## src/ufl_pkg.sv

```systemverilog
// Shared constants, types and controller state codes for the fill-level gauge.
package ufl_pkg;

    localparam int unsigned ECHO_W           = 15;
    localparam int unsigned HEIGHT_W         = 9;
    localparam int unsigned DIST_W           = 18;
    localparam int unsigned OUT_DIST_W       = 17;
    localparam int unsigned FILL_W           = 10;
    localparam int unsigned IDX_W            = 3;
    localparam int unsigned SLOT_W           = 2;
    localparam int unsigned HF_W             = HEIGHT_W + 8;
    localparam int unsigned NUM_W            = HF_W + FILL_W;
    localparam int unsigned DIV_CNT_W        = 4;

    localparam int unsigned PINGS_PER_SENSOR = 3;
    localparam int unsigned SET_LEN          = 2 * PINGS_PER_SENSOR;
    localparam int unsigned ECHO_TIMEOUT_US  = 30000;
    localparam int unsigned DIST_SCALE       = 281;
    localparam int unsigned DIST_SHIFT       = 6;
    localparam int unsigned HEIGHT_MARGIN_CM = 10;
    localparam int unsigned FILL_SCALE       = 1000;
    localparam int unsigned FILL_MAX         = 1000;
    localparam int unsigned OUT_DIST_MAX     = 131071;
    localparam int unsigned HEIGHT_RESET_CM  = 40;
    localparam int unsigned DIV_STEPS        = 10;

    typedef enum logic [3:0] {
        ST_IDLE,
        ST_MUL,
        ST_STORE,
        ST_MED_A,
        ST_MED_B,
        ST_AVG,
        ST_SCALE,
        ST_DIV,
        ST_OUT
    } ufl_state_t;

    typedef struct packed {
        logic capture;
        logic mul;
        logic store;
        logic med_a;
        logic med_b;
        logic avg;
        logic scale;
        logic div_step;
        logic out_load;
    } ufl_cmd_t;

    typedef struct packed {
        logic a_end;
        logic set_end;
        logic div_last;
        logic out_busy;
    } ufl_status_t;

endpackage

```

## src/ufl_datapath.sv

```systemverilog
// Datapath: ping distance, reading store, medians, average and fill divider.
module ufl_datapath (
    input  logic                              aclk,
    input  logic                              aresetn,
    input  ufl_pkg::ufl_cmd_t                 cmd,
    output ufl_pkg::ufl_status_t              status,
    input  logic [ufl_pkg::ECHO_W-1:0]        s_echo_us,
    input  logic                              s_first_of_set,
    input  logic                              cfg_valid,
    output logic                              cfg_ready,
    input  logic [ufl_pkg::HEIGHT_W-1:0]      cfg_bin_height_cm,
    output logic                              m_valid,
    input  logic                              m_ready,
    output logic [ufl_pkg::FILL_W-1:0]        m_fill_permille,
    output logic [ufl_pkg::OUT_DIST_W-1:0]    m_median_a,
    output logic [ufl_pkg::OUT_DIST_W-1:0]    m_median_b,
    output logic                              m_a_valid,
    output logic                              m_b_valid
);
    import ufl_pkg::*;

    logic [HEIGHT_W-1:0]   height_reg;
    logic [ECHO_W-1:0]     echo_reg;
    logic                  echo_ok_reg;
    logic [IDX_W-1:0]      cur_idx_reg;
    logic [IDX_W-1:0]      ping_index_reg;
    logic [DIST_W-1:0]     dist_reg;
    logic [DIST_W-1:0]     readings_reg [PINGS_PER_SENSOR];
    logic [PINGS_PER_SENSOR-1:0] valid_reg;
    logic [DIST_W-1:0]     held_ma_reg;
    logic                  held_av_reg;
    logic [DIST_W-1:0]     mb_reg;
    logic                  bv_reg;
    logic [HF_W-1:0]       diff_reg;
    logic [NUM_W-1:0]      rem_reg;
    logic [FILL_W-1:0]     q_reg;
    logic [DIV_CNT_W-1:0]  div_cnt_reg;
    logic                  m_valid_reg;
    logic [FILL_W-1:0]     fill_reg;
    logic [OUT_DIST_W-1:0] ma_out_reg;
    logic [OUT_DIST_W-1:0] mb_out_reg;
    logic                  av_out_reg;
    logic                  bv_out_reg;

    logic [IDX_W-1:0]      cur_idx_next;
    logic [SLOT_W-1:0]     slot;
    logic [DIST_W-1:0]     dist_limit;
    logic [DIST_W-1:0]     dist_clamped;
    logic [ECHO_W+8:0]     product;
    logic [HF_W-1:0]       hf;
    logic [DIST_W-1:0]     lo01, hi01, med3, min02, min12;
    logic [DIST_W-1:0]     med_val;
    logic                  med_ok;
    logic [DIST_W:0]       sum;
    logic [DIST_W-1:0]     avg;
    logic                  any_valid;
    logic [NUM_W-1:0]      trial;

    assign cfg_ready = 1'b1;
    assign hf        = {height_reg, 8'd0};

    assign cur_idx_next = (s_first_of_set || ping_index_reg >= IDX_W'(SET_LEN))
                          ? '0 : ping_index_reg;
    assign slot = (cur_idx_reg >= IDX_W'(PINGS_PER_SENSOR))
                  ? SLOT_W'(cur_idx_reg - IDX_W'(PINGS_PER_SENSOR))
                  : SLOT_W'(cur_idx_reg);

    assign product      = echo_reg * (ECHO_W+9)'(DIST_SCALE);
    assign dist_limit   = DIST_W'({HEIGHT_W'(height_reg) + HEIGHT_W'(0), 8'd0})
                          + DIST_W'(HEIGHT_MARGIN_CM * 256);
    assign dist_clamped = (dist_reg > dist_limit) ? DIST_W'(hf) : dist_reg;

    always_comb begin
        lo01  = (readings_reg[0] < readings_reg[1]) ? readings_reg[0] : readings_reg[1];
        hi01  = (readings_reg[0] < readings_reg[1]) ? readings_reg[1] : readings_reg[0];
        min02 = (readings_reg[0] < readings_reg[2]) ? readings_reg[0] : readings_reg[2];
        min12 = (readings_reg[1] < readings_reg[2]) ? readings_reg[1] : readings_reg[2];
        if (readings_reg[2] < lo01) begin
            med3 = lo01;
        end else if (readings_reg[2] > hi01) begin
            med3 = hi01;
        end else begin
            med3 = readings_reg[2];
        end
        unique case (valid_reg)
            3'b111: begin
                med_ok  = 1'b1;
                med_val = med3;
            end
            3'b011: begin
                med_ok  = 1'b1;
                med_val = lo01;
            end
            3'b101: begin
                med_ok  = 1'b1;
                med_val = min02;
            end
            3'b110: begin
                med_ok  = 1'b1;
                med_val = min12;
            end
            default: begin
                med_ok  = 1'b0;
                med_val = '0;
            end
        endcase
    end

    always_comb begin
        sum       = (held_av_reg ? {1'b0, held_ma_reg} : '0) + (bv_reg ? {1'b0, mb_reg} : '0);
        avg       = (held_av_reg && bv_reg) ? sum[DIST_W:1] : sum[DIST_W-1:0];
        any_valid = held_av_reg || bv_reg;
        trial     = NUM_W'(hf) << div_cnt_reg;
    end

    assign status.a_end    = (cur_idx_reg == IDX_W'(PINGS_PER_SENSOR - 1));
    assign status.set_end  = (cur_idx_reg == IDX_W'(SET_LEN - 1));
    assign status.div_last = (div_cnt_reg == '0);
    assign status.out_busy = m_valid_reg && !m_ready;

    always_ff @(posedge aclk) begin
        if (!aresetn) begin
            height_reg     <= HEIGHT_W'(HEIGHT_RESET_CM);
            ping_index_reg <= '0;
            valid_reg      <= '0;
            held_ma_reg    <= '0;
            held_av_reg    <= 1'b0;
            m_valid_reg    <= 1'b0;
        end else begin
            if (cfg_valid && cfg_ready) begin
                height_reg <= cfg_bin_height_cm;
            end
            if (cmd.store) begin
                valid_reg[slot] <= echo_ok_reg;
                ping_index_reg  <= (cur_idx_reg == IDX_W'(SET_LEN - 1))
                                   ? '0 : cur_idx_reg + IDX_W'(1);
            end
            if (cmd.med_a) begin
                held_ma_reg <= med_val;
                held_av_reg <= med_ok;
            end
            if (cmd.out_load) begin
                m_valid_reg <= 1'b1;
            end else if (m_ready) begin
                m_valid_reg <= 1'b0;
            end
        end
    end

    always_ff @(posedge aclk) begin
        if (cmd.capture) begin
            echo_reg    <= s_echo_us;
            echo_ok_reg <= (s_echo_us != '0) && (s_echo_us <= ECHO_W'(ECHO_TIMEOUT_US));
            cur_idx_reg <= cur_idx_next;
        end
        if (cmd.mul) begin
            dist_reg <= product[DIST_SHIFT +: DIST_W];
        end
        if (cmd.store) begin
            readings_reg[slot] <= echo_ok_reg ? dist_clamped : '0;
        end
        if (cmd.med_b) begin
            mb_reg <= med_val;
            bv_reg <= med_ok;
        end
        if (cmd.avg) begin
            diff_reg <= (any_valid && ({1'b0, avg} < (DIST_W+1)'(hf)))
                        ? HF_W'(hf - HF_W'(avg)) : '0;
        end
        if (cmd.scale) begin
            rem_reg     <= diff_reg * NUM_W'(FILL_SCALE);
            q_reg       <= '0;
            div_cnt_reg <= DIV_CNT_W'(DIV_STEPS - 1);
        end
        if (cmd.div_step) begin
            if (rem_reg != '0 && rem_reg >= trial) begin
                rem_reg            <= rem_reg - trial;
                q_reg[div_cnt_reg] <= 1'b1;
            end
            div_cnt_reg <= div_cnt_reg - DIV_CNT_W'(1);
        end
        if (cmd.out_load) begin
            fill_reg   <= (q_reg > FILL_W'(FILL_MAX)) ? FILL_W'(FILL_MAX) : q_reg;
            ma_out_reg <= !held_av_reg ? '0 :
                          (held_ma_reg > DIST_W'(OUT_DIST_MAX)) ? OUT_DIST_W'(OUT_DIST_MAX)
                          : held_ma_reg[OUT_DIST_W-1:0];
            mb_out_reg <= !bv_reg ? '0 :
                          (mb_reg > DIST_W'(OUT_DIST_MAX)) ? OUT_DIST_W'(OUT_DIST_MAX)
                          : mb_reg[OUT_DIST_W-1:0];
            av_out_reg <= held_av_reg;
            bv_out_reg <= bv_reg;
        end
    end

    assign m_valid         = m_valid_reg;
    assign m_fill_permille = fill_reg;
    assign m_median_a      = ma_out_reg;
    assign m_median_b      = mb_out_reg;
    assign m_a_valid       = av_out_reg;
    assign m_b_valid       = bv_out_reg;

endmodule

```

## src/ufl_controller.sv

```systemverilog
// Controller: sequences each ping through the datapath and runs the fill division.
module ufl_controller (
    input  logic                 aclk,
    input  logic                 aresetn,
    input  logic                 s_valid,
    output logic                 s_ready,
    input  ufl_pkg::ufl_status_t status,
    output ufl_pkg::ufl_cmd_t    cmd
);
    import ufl_pkg::*;

    ufl_state_t state_reg;
    ufl_state_t state_next;

    always_ff @(posedge aclk) begin
        if (!aresetn) begin
            state_reg <= ST_IDLE;
        end else begin
            state_reg <= state_next;
        end
    end

    always_comb begin
        state_next = state_reg;
        unique case (state_reg)
            ST_IDLE: begin
                if (s_valid) begin
                    state_next = ST_MUL;
                end
            end
            ST_MUL:   state_next = ST_STORE;
            ST_STORE: begin
                if (status.a_end) begin
                    state_next = ST_MED_A;
                end else if (status.set_end) begin
                    state_next = ST_MED_B;
                end else begin
                    state_next = ST_IDLE;
                end
            end
            ST_MED_A: state_next = ST_IDLE;
            ST_MED_B: state_next = ST_AVG;
            ST_AVG:   state_next = ST_SCALE;
            ST_SCALE: state_next = ST_DIV;
            ST_DIV: begin
                if (status.div_last) begin
                    state_next = ST_OUT;
                end
            end
            ST_OUT: begin
                if (!status.out_busy) begin
                    state_next = ST_IDLE;
                end
            end
            default:  state_next = ST_IDLE;
        endcase
    end

    always_comb begin
        cmd     = '0;
        s_ready = 1'b0;
        unique case (state_reg)
            ST_IDLE: begin
                s_ready     = 1'b1;
                cmd.capture = s_valid;
            end
            ST_MUL:   cmd.mul      = 1'b1;
            ST_STORE: cmd.store    = 1'b1;
            ST_MED_A: cmd.med_a    = 1'b1;
            ST_MED_B: cmd.med_b    = 1'b1;
            ST_AVG:   cmd.avg      = 1'b1;
            ST_SCALE: cmd.scale    = 1'b1;
            ST_DIV:   cmd.div_step = 1'b1;
            ST_OUT:   cmd.out_load = !status.out_busy;
            default:  cmd          = '0;
        endcase
    end

endmodule

```

## src/ultrasonic_fill_level.sv

```systemverilog
// Top level of the ultrasonic fill-level gauge: controller plus datapath.
// Each accepted ping transaction runs capture, distance multiply and store; it adds median A
// when it closes the sensor A half-set, and closing a six-ping set adds median B,
// average, scale by 1000, a 10-step restoring divider by the bin height, and the result load.
// The result load also waits while an earlier result stays unaccepted.
// The controller takes one ping at a time; the result register holds a finished transaction
// while the next pings are taken. The height register is written through cfg_valid/cfg_ready.
module ultrasonic_fill_level (
    input  logic                              aclk,
    input  logic                              aresetn,
    input  logic                              s_valid,
    output logic                              s_ready,
    input  logic [ufl_pkg::ECHO_W-1:0]        s_echo_us,
    input  logic                              s_first_of_set,
    input  logic                              cfg_valid,
    output logic                              cfg_ready,
    input  logic [ufl_pkg::HEIGHT_W-1:0]      cfg_bin_height_cm,
    output logic                              m_valid,
    input  logic                              m_ready,
    output logic [ufl_pkg::FILL_W-1:0]        m_fill_permille,
    output logic [ufl_pkg::OUT_DIST_W-1:0]    m_median_a,
    output logic [ufl_pkg::OUT_DIST_W-1:0]    m_median_b,
    output logic                              m_a_valid,
    output logic                              m_b_valid
);
    import ufl_pkg::*;

    ufl_cmd_t    cmd;
    ufl_status_t status;

    ufl_controller u_ctrl (
        .aclk    (aclk),
        .aresetn (aresetn),
        .s_valid (s_valid),
        .s_ready (s_ready),
        .status  (status),
        .cmd     (cmd)
    );

    ufl_datapath u_dp (
        .aclk              (aclk),
        .aresetn           (aresetn),
        .cmd               (cmd),
        .status            (status),
        .s_echo_us         (s_echo_us),
        .s_first_of_set    (s_first_of_set),
        .cfg_valid         (cfg_valid),
        .cfg_ready         (cfg_ready),
        .cfg_bin_height_cm (cfg_bin_height_cm),
        .m_valid           (m_valid),
        .m_ready           (m_ready),
        .m_fill_permille   (m_fill_permille),
        .m_median_a        (m_median_a),
        .m_median_b        (m_median_b),
        .m_a_valid         (m_a_valid),
        .m_b_valid         (m_b_valid)
    );

endmodule
```

## config.mk

```make
export PLATFORM = sky130hd
export DESIGN_NAME = ultrasonic_fill_level
export DESIGN_NICKNAME = d
export VERILOG_FILES = /design/src/ufl_pkg.sv /design/src/ufl_datapath.sv /design/src/ufl_controller.sv /design/src/ultrasonic_fill_level.sv
export SDC_FILE = /design/constraint.sdc
export NUM_CORES = 1
export LEC_CHECK = 0
export ABC_AREA = 1
export ABC_CLOCK_PERIOD_IN_PS = 4100
export BUFFER_PORTS_ARGS = -buffer_cell sky130_fd_sc_hd__buf_2
export CAP_MARGIN = 40
export CORE_UTILIZATION = 25
export CTS_BUF_LIST = sky130_fd_sc_hd__clkbuf_4 sky130_fd_sc_hd__clkbuf_8
export CTS_CLUSTER_DIAMETER = 60
export DETAILED_ROUTE_END_ITERATION = 12
export HOLD_SLACK_MARGIN = 0.05
export PLACE_DENSITY = 0.47
export SYNTH_ARGS = -nofsm -noshare
export SYNTH_HDL_FRONTEND = slang
export SYNTH_SLANG_ARGS = --single-unit
```

## constraint.sdc

```tcl
create_clock -name aclk -period 4.1 [get_ports aclk]
set_clock_uncertainty 0.1 [all_clocks]
set_input_delay 0.41 -clock aclk [delete_from_list [all_inputs] [get_ports aclk]]
set_output_delay 0.41 -clock aclk [all_outputs]
set_load 0.005 [all_outputs]
```

==> qor.yml, run 1 <==
critPathMaxFanout: 4
cpMaxStageDelayCell: "fa_2"
p_per_area_mw_per_mm2: 343
crit_family: "adder cells"
synth_seq_cells: 253
hold_class: "in2reg"
layout-drive-gt1-share_pct: 24.5
drt-pass1-iter-count: 5
maxCapViolCount: 0
dieArea_sq_mm: 0.0895
timing.final.ws_setup_ns: -0.181
vias: 19356
finalHoldViolCount: 0
synth_edf_count: 180
drv_slew: 0
synthFlopType: "edfxtp_1"
max_stage_delay_ns: 0.56
final_core_util_pct: 33.1
antenna_found_initial: 5
outcome: "finished, violations left"
avgSynthCellArea_sq_um: 7.90
irDropWorstVdd_v: 0.000289
yosys_warnings: 0
track_usage_pct: 14.7
synth_cell_types: 63
cp_data_required_time_ns: 4.56
grt_pass1_wl_um: 105000
multiInputGateArea_sq_mm: 0.0146
hpwlAfterDp_um: 54000
synth_area_leaders: "edfxtp_1 24%, ha_1 16%, nand2_1 10%, inv_1 7.7%, fa_1 7.3%"
wirelength_um: 66600
max_freq_mhz: 234
cts_root_buffer: "clkbuf_8"
port-buffer-count: 77
placed_cell_area_sq_mm: 0.0255
fill_cells: 9203
synth_common_cells: "608 x nand2_1, 451 x inv_1, 278 x ha_1"
route.detailed.drc: 0
rsz0062_at_grt: "yes"
cts_sinks: 253
register_area_sq_mm: 0.00687
cts_tree: "done"
grt_max_degree: 39
tightest_slew_ns: 0.892
arrival_ns: 4.74
drtIter0Drc: 1018
cts_buffers: 49
setup_viol: 12
post-place-ws_ns: -0.502
final_antenna_net_count: 0
path_common_cell: "nand2_1"
die_x_um: 299
row_count: 108
nets: 3570
yosys.cell_count.top_type: "nand2_1"
place.gp.congestion: 0.864
synth_seq_area_share_pct: 31.1
path_cells: "fa_1 > fa_1 > inv_2 > fa_2 > inv_2 > fa_2 > ha_4 > nand3_4 > nand3_4 > a21oi_4 > o21ai_2 > a21o_1 > or2_2 > nand3_1 > nand2_1 > nand2_1 > nand2_1"
synth_area_sq_mm: 0.0221
clockBufferDepth: 3
avgRoutedWirePerCell_um: 15.2
critPathKind: "reg2reg"
cts.clk_slew.worst_paths_ns: 0.06
detail_route.vias_per_cell: 4.42
synth_top_area_share_pct: 24.5
final_cells: 4377
final_cell_area_sq_mm: 0.0288
initial_core_util_pct: 25.3
syn-instance-count: 2795
largest_register_ffs: 54
fin_crit_ns: 4.28
area_growth_pct: 30.7
async_flop_share_pct: 0
p_leak_nw: 13.5
dp_cells: 4182
io_pins: 79
relSlewSlack_pct: 40.5
violations: "negative setup slack"
timing.final.crit_share_pct: 104
synth_nets: 3183
end_kind: "flip-flop"
overflow: 0
die_y_um: 299
critPathBufInv: 2
finalPower_mw: 9.89
start_kind: "flip-flop"
grt_pass1_vias: 19058
core-area_sq_mm: 0.0872
yosys.area.top_type: "edfxtp_1"
clk_latency_ns: 0.66
htree_levels: 2
[worst min-delay path: stages]
cell      delay [ns]
buf_2           0.07
o21bai_1        0.14
nor2_1          0.05
[layer usage]
metal | part of all wire, % | vias to the layer above | GRT usage, % | wire [um]
met5 | 0.066 | - | 0 | 44
met4 | 1.9 | 8 | 3.40 | 1290
met3 | 4.6 | 85 | 2.44 | 3090
met2 | 44 | 326 | 23.1 | 29300
met1 | 49 | 8915 | 21.0 | 32900
li1 | - | 10022 | - | -
[worst paths after layout]
path,start,endpoint,slack [ns],cells after the start
min,s_first_of_set,u_dp.cur_idx_reg[1],0.12,3
max,u_dp.diff_reg[1],u_dp.rem_reg[20],-0.18,17
max reg2reg,u_dp.diff_reg[1],u_dp.rem_reg[20],-0.18,17
min reg2reg,u_dp.q_reg[8],u_dp.m_fill_permille[8],0.34,0
[logic make-up after synthesis]
kind of cell | Yosys count | synth area share [%]
adder cells (fa/ha/maj) | 358 | 23.0
AO/OA/AOI/OAI | 459 | 12.0
other | 1 | 0.0170
flip-flops | 253 | 31.1
AND/OR/NAND/NOR | 1125 | 21.8
XOR/XNOR | 67 | 2.66
multiplexers | 3 | 0.136
buffers and inverters | 529 | 9.22
[layout make-up]
type	count	area share [%]
sequential	253	23.8
multi-input combinational	2013	50.7
clock inverter	16	0.612
timing repair buffer	402	10.8
inverter	463	6.04
clock buffer	74	3.05
tap	1155	5.01
antenna	1	0.00868
[layout by cell type (no fill, tap or decap), drive strengths merged, types with 5 or more instances in the layout]
| cell | n |
|---|---|
| edfxtp | 180 |
| o21bai | 8 |
| ha | 278 |
| nor4 | 16 |
| buf | 373 |
| o21a | 9 |
| xnor2 | 22 |
| a31oi | 7 |
| nand3 | 156 |
| inv | 458 |
| o21ai | 209 |
| clkinv | 12 |
| dfxtp | 73 |
| a211oi | 8 |
| or2 | 10 |
| a22oi | 5 |
| a21oi | 164 |
| clkbuf | 76 |
| a21o | 9 |
| clkinvlp | 6 |
| nor2 | 236 |
| fa | 80 |
| xor2 | 45 |
| nand4 | 47 |
| o211ai | 15 |
| nand2 | 623 |
| dlygate4sd3 | 27 |
| nor3 | 32 |
[per-stage QoR]
step           hold slack, ns  TNS [ns]
3_5_place_dp            0.326     -9.93
3_3_place_gp            0.322    -10.22
2_1_floorplan           0.327   -0.0271
6_report                0.121     -1.17
5_1_grt                 0.110     -6.78
4_1_cts                0.0725     -1.99
[power by group]
part	internal [mW]	switching, mW	leakage (nW)
Sequential	3.12	0.141	2.23
Clock	1.57	1.13	0.544
Combinational	1.72	2.21	10.7
[repair_timing]
action                     4_1_cts  5_1_grt
resized for setup              161      156
cloned                           1        2
hold endpoints to repair        24        0
buffers inserted                44       31
setup endpoints to repair       40       82
hold buffers                    27        0
pin swaps                       92       88
Note: power is estimated with default switching activity, not from simulation.
==> run 2: changes to the inputs <==
--- a/config.mk
+++ b/config.mk
@@ -6,15 +6,15 @@
 export NUM_CORES = 1
 export LEC_CHECK = 0
 export ABC_AREA = 1
-export ABC_CLOCK_PERIOD_IN_PS = 4100
+export ABC_CLOCK_PERIOD_IN_PS = 3900
 export BUFFER_PORTS_ARGS = -buffer_cell sky130_fd_sc_hd__buf_2
 export CAP_MARGIN = 40
 export CORE_UTILIZATION = 25
 export CTS_BUF_LIST = sky130_fd_sc_hd__clkbuf_4 sky130_fd_sc_hd__clkbuf_8
 export CTS_CLUSTER_DIAMETER = 60
 export DETAILED_ROUTE_END_ITERATION = 12
-export HOLD_SLACK_MARGIN = 0.05
-export PLACE_DENSITY = 0.47
+export HOLD_SLACK_MARGIN = 0.12
+export PLACE_DENSITY_LB_ADDON = 0.3
 export SYNTH_ARGS = -nofsm -noshare
 export SYNTH_HDL_FRONTEND = slang
 export SYNTH_SLANG_ARGS = --single-unit
==> constraint.sdc (replaced) <==
create_clock -name aclk -period 3.9 [get_ports aclk]
set_clock_uncertainty 0.1 [all_clocks]
set_input_delay 0.39 -clock aclk [delete_from_list [all_inputs] [get_ports aclk]]
set_output_delay 0.39 -clock aclk [all_outputs]
set_load 0.005 [all_outputs]
==> qor.yml, run 2 (synthesis results as in run 1) <==
cts_root_buffer: "clkbuf_8"
pwr-share-seq_pct: 30.8
setup_viol: 36
cp_data_required_time_ns: 4.31
fin_crit_ns: 4.31
die_x_um: 299
nets: 3741
largest_register_ffs: 54
final_antenna_net_count: 0
clockPowerShare_pct: 26.1
cts_sinks: 253
grt_pass1_vias: 19565
clockBufferDepth: 3
critPathMaxFanout: 3
power.internal_mw: 7.20
worst-r2r-setup-slack_ns: -0.41
hp-start: "u_dp.q_reg[6]"
initial_core_util_pct: 25.3
pwr-share-comb_pct: 43.2
timing.final.ws_setup_ns: -0.412
overflow: 0
max_stage_delay_ns: 0.56
min_path_cells: 0
rsz0062_at_grt: "yes"
max_freq_mhz: 232
critPathKind: "reg2reg"
irDropWorstVdd_v: 0.000323
grt_pass1_wl_um: 103000
cpMaxStageDelayCell: "fa_1"
hold_class: "reg2reg"
row_count: 108
path_common_cell: "fa_1"
maxCapViolCount: 0
core-area_sq_mm: 0.0872
finalHoldViolCount: 0
tightest_slew_ns: 0.852
switching_share_pct: 35.2
die_y_um: 299
final_core_util_pct: 35.9
relSlewSlack_pct: 43.2
reg2reg_depth: 20
p_leak_nw: 14.6
post-place-ws_ns: -0.614
vias: 20139
fill_cells: 8906
start_kind: "flip-flop"
antenna_found_initial: 2
clk_latency_ns: 0.65
io_pins: 79
place.gp.congestion: 0.902
drtIter0Drc: 1015
arrival_ns: 4.72
r2r-start: "u_dp.diff_reg[2]"
worstHoldEndpoint: "u_dp.m_fill_permille[6]"
final_common_cell: "nand2_1"
path_cells: "inv_2 > buf_6 > fa_1 > fa_1 > fa_1 > fa_1 > inv_2 > ha_4 > buf_4 > nand2_4 > nor2_2 > a21oi_4 > inv_2 > a21oi_4 > o21bai_4 > or2_4 > nand3_2 > nand2_1 > nand2_1 > nand2_1"
route.detailed.drc: 0
timing.final.crit_share_pct: 111
hpwlAfterDp_um: 52100
layout-drive-gt1-share_pct: 32.4
cts_tree: "done"
area_growth_pct: 41.7
cts_buffers: 49
drt-pass1-iter-count: 5
final_cells: 4549
outcome: "finished, violations left"
violations: "negative setup slack"
end_kind: "flip-flop"
switching_power_mw: 3.92
dp_cells: 4313
htree_levels: 2
drv_slew: 0
avgRoutedWirePerCell_um: 14.6
track_usage_pct: 14.4
r2r_end: "u_dp.rem_reg[22]"
cts.clk_slew.worst_paths_ns: 0.06
final_cell_mix: "524 x nand2_1, 413 x inv_1, 412 x buf_4"
grt_max_degree: 47
wirelength_um: 66500
p_per_area_mw_per_mm2: 355
dieArea_sq_mm: 0.0895
port-buffer-count: 77
detail_route.vias_per_cell: 4.43
-- run 2: changes by cell type in the layout (fill, tap and decap cells not counted), moves of 10 or more --
| cell | previous run | this run |
|---|---|---|
| nand2_4 | 3 | 25 |
| buf_6 | 12 | 35 |
| nand3_1 | 126 | 85 |
| ha_1 | 242 | 224 |
| o21ai_1 | 48 | 35 |
| nand2_2 | 50 | 72 |
| clkbuf_4 | 22 | 10 |
| o21ai_4 | 4 | 15 |
| ha_4 | 35 | 52 |
| nand3_2 | 24 | 61 |
| buf_4 | 273 | 412 |
| o21ai_2 | 39 | 49 |
| nand2_1 | 569 | 524 |
-- run 2: worst max-delay path by stage --
stage,slack (ns),cells past startpoint,end,start
3_5_place_dp,-0.61,23,u_dp.diff_reg[2],u_dp.bv_reg
3_3_place_gp,-0.71,23,u_dp.diff_reg[2],u_dp.bv_reg
4_1_cts,-0.46,21,u_dp.rem_reg[22],u_dp.diff_reg[2]
2_1_floorplan,-0.20,20,u_dp.rem_reg[23],u_dp.diff_reg[1]
6_report,-0.41,20,u_dp.rem_reg[22],u_dp.diff_reg[2]
5_1_grt,-0.64,16,u_dp.rem_reg[26],u_dp.diff_reg[9]
-- run 2: power groups by stage --
stage	combinational (mW)	clock, mW	sequential [mW]
2_1_floorplan	2.44	0	3.44
3_3_place_gp	3.81	0	3.47
3_5_place_dp	3.86	0	3.47
4_1_cts	4.22	2.98	3.42
5_1_grt	5.37	3.09	3.45
6_report	4.80	2.90	3.42
-- run 2: layout make-up --
class                   instances  area [sq um]  share of cell area [%]
multi-input cells            2016         15600                    50.0
flip-flops and latches        253          6870                    22.0
repair buffers                570          4530                    14.5
inverters                     463          1750                    5.60
well taps                    1155          1450                    4.62
clock buffers                  61           777                    2.48
clock inverters                30           287                   0.916
diodes                          1          2.50                 0.00800
-- run 2: metrics by stage --
step,TNS [ns],cell area (sq um),hold WS [ns],power (mW)
6_report,-8.55,31300,0.338,11.1
5_1_grt,-19.88,31300,0.366,11.9
4_1_cts,-7.77,29100,0.340,10.6
3_5_place_dp,-15.98,26600,0.321,7.33
3_3_place_gp,-16.79,26600,0.322,7.28
2_1_floorplan,-1.03,22300,0.327,5.87
-- run 2: repair_timing --
action | in CTS | in global routing
gates resized for setup | 174 | 353
buffers inserted | 39 | 66
endpoints found under the setup margin | 44 | 88
hold buffers | 29 | 0
pin swaps | 92 | 162
gates cloned | 1 | 11
hold endpoints to repair | 32 | 0
-- run 2: layer usage --
metal,wire (um),vias to the layer above,global-route usage (%)
li1,-,10365,-
met1,31800,9341,19.8
met2,31000,330,23.6
met3,2090,101,1.74
met4,1710,2,3.92
met5,13,-,0
-- run 2: worst max-delay path, delay by kind of cell (launching register included) --
family | cells | cell delay [ns]
flip-flops | 1 | 0.38
buffers and inverters | 5 | 0.45
adder cells (fa/ha/maj) | 5 | 2.22
AND/OR/NAND/NOR | 7 | 0.54
AO/OA/AOI/OAI | 3 | 0.47
==> run 3: changes to the inputs <==
--- a/config.mk
+++ b/config.mk
@@ -15,6 +15,7 @@
 export DETAILED_ROUTE_END_ITERATION = 12
 export HOLD_SLACK_MARGIN = 0.12
 export PLACE_DENSITY_LB_ADDON = 0.3
+export RECOVER_POWER = 50
 export SYNTH_ARGS = -nofsm -noshare
 export SYNTH_HDL_FRONTEND = slang
 export SYNTH_SLANG_ARGS = --single-unit
==> qor.yml, run 3 (synthesis results as in run 1) <==
cpMaxStageDelayCell: "fa_1"
worstSetupStartpoint: "u_dp.diff_reg[2]"
max_freq_mhz: 232
hpwlAfterDp_um: 52100
final_cells: 4549
p_per_area_mw_per_mm2: 356
overflow: 0
pwr-share-seq_pct: 30.8
critPathMaxFanout: 3
path_cells: "inv_2 > buf_6 > fa_1 > fa_1 > fa_1 > fa_1 > inv_2 > ha_4 > buf_4 > nand2_4 > nor2_2 > a21oi_4 > inv_2 > a21oi_4 > o21bai_4 > or2_4 > nand3_2 > nand2_1 > nand2_1 > nand2_1"
path_common_cell: "fa_1"
place.gp.congestion: 0.902
layout-drive-gt1-share_pct: 30.8
setup_viol: 36
met3_usage_pct: 1.74
use_met1_pct: 19.8
switching_power_mw: 3.91
final_cell_mix: "524 x nand2_1, 413 x inv_1, 403 x buf_4"
violations: "negative setup slack"
end_kind: "flip-flop"
tightest_slew_ns: 1.27
relSlewSlack_pct: 15.2
row_count: 108
drv_slew: 0
route.detailed.drc: 0
timing.final.ws_setup_ns: -0.417
critPathKind: "reg2reg"
drtIter0Drc: 1027
core-area_sq_mm: 0.0872
area_growth_pct: 41.3
cts_sinks: 253
top_usage_layer: "met2"
initial_core_util_pct: 25.3
vias: 20162
largest_register_ffs: 54
final_common_cell: "nand2_1"
detail_route.vias_per_cell: 4.43
max_stage_delay_ns: 0.56
hp-start: "u_dp.q_reg[6]"
critPathBufInv: 5
post-place-ws_ns: -0.614
port-buffer-count: 77
htree_levels: 2
timing.final.crit_share_pct: 111
cp_data_required_time_ns: 4.30
finalHoldViolCount: 0
cts_buffers: 49
placed_cell_area_sq_mm: 0.0266
p_leak_nw: 14.5
finalPower_mw: 11.1
dieArea_sq_mm: 0.0895
antenna_found_initial: 2
final_cell_area_sq_mm: 0.0312
nets: 3741
die_x_um: 299
final_antenna_net_count: 0
hold_class: "reg2reg"
crit_family: "adder cells"
grt_pass1_vias: 19565
met2_usage_pct: 23.6
fill_cells: 8937
wirelength_um: 66600
track_usage_pct: 14.4
drt-pass1-iter-count: 6
cts_tree: "done"
r2r-start: "u_dp.diff_reg[2]"
irDropWorstVdd_v: 0.000323
tns_ns: -8.48
holdWs_ns: 0.338
die_y_um: 299
avgRoutedWirePerCell_um: 14.6
clk_latency_ns: 0.66
power.internal_mw: 7.19
rsz0062_at_grt: "yes"
clockPowerShare_pct: 26.1
pwr-share-comb_pct: 43.1
start_kind: "flip-flop"
outcome: "finished, violations left"
arrival_ns: 4.72
grt_pass1_wl_um: 103000
dp_cells: 4313
fin_crit_ns: 4.32
cts.clk_slew.worst_paths_ns: 0.06
final_core_util_pct: 35.8
switching_share_pct: 35.2
grt_max_degree: 47
clockBufferDepth: 3
io_pins: 79
cts_root_buffer: "clkbuf_8"
maxCapViolCount: 0
[run 3: changes by cell type in the layout (fill, tap and decap cells not counted), sizes merged]
cell	before	now
buf	536	483
clkbuf	66	119
[run 3: per-layer routing]
layer	vias up	wire, um
met4	2	1710
met5	-	13
met2	316	31000
li1	10369	-
met1	9374	31800
met3	101	2150
[run 3: layout make-up]
type	instances	area (sq um)	share of cell area, %
Antenna cell	1	2.50	0.00803
Sequential cell	253	6870	22.0
Timing Repair Buffer	570	4440	14.2
Clock buffer	61	777	2.49
Multi-Input combinational cell	2016	15600	50.1
Clock inverter	30	287	0.919
Inverter	463	1750	5.61
Tap cell	1155	1450	4.63
[run 3: final timing paths]
path	endpoint	slack (ns)	depth (start not counted)
setup / recovery	u_dp.rem_reg[22]	-0.42	20
hold / removal	u_dp.m_fill_permille[6]	0.34	0
setup reg to reg	u_dp.rem_reg[22]	-0.42	20
hold reg to reg	u_dp.m_fill_permille[6]	0.34	0
[run 3: power groups by stage]
stage	sequential, mW	clock, mW	combinational (mW)
after floorplan	3.44	0	2.44
after global placement	3.47	0	3.81
after detailed placement	3.47	0	3.86
after CTS	3.42	2.98	4.22
after global routing	3.45	3.09	5.36
final	3.42	2.90	4.78
[run 3: what timing repair did]
item,4_1_cts,5_1_grt
hold endpoints to repair,32,0
gates cloned,1,11
pin swaps,92,162
setup endpoints to repair,44,88
hold buffers,29,0
setup buffers,39,66
gates resized for setup,174,353
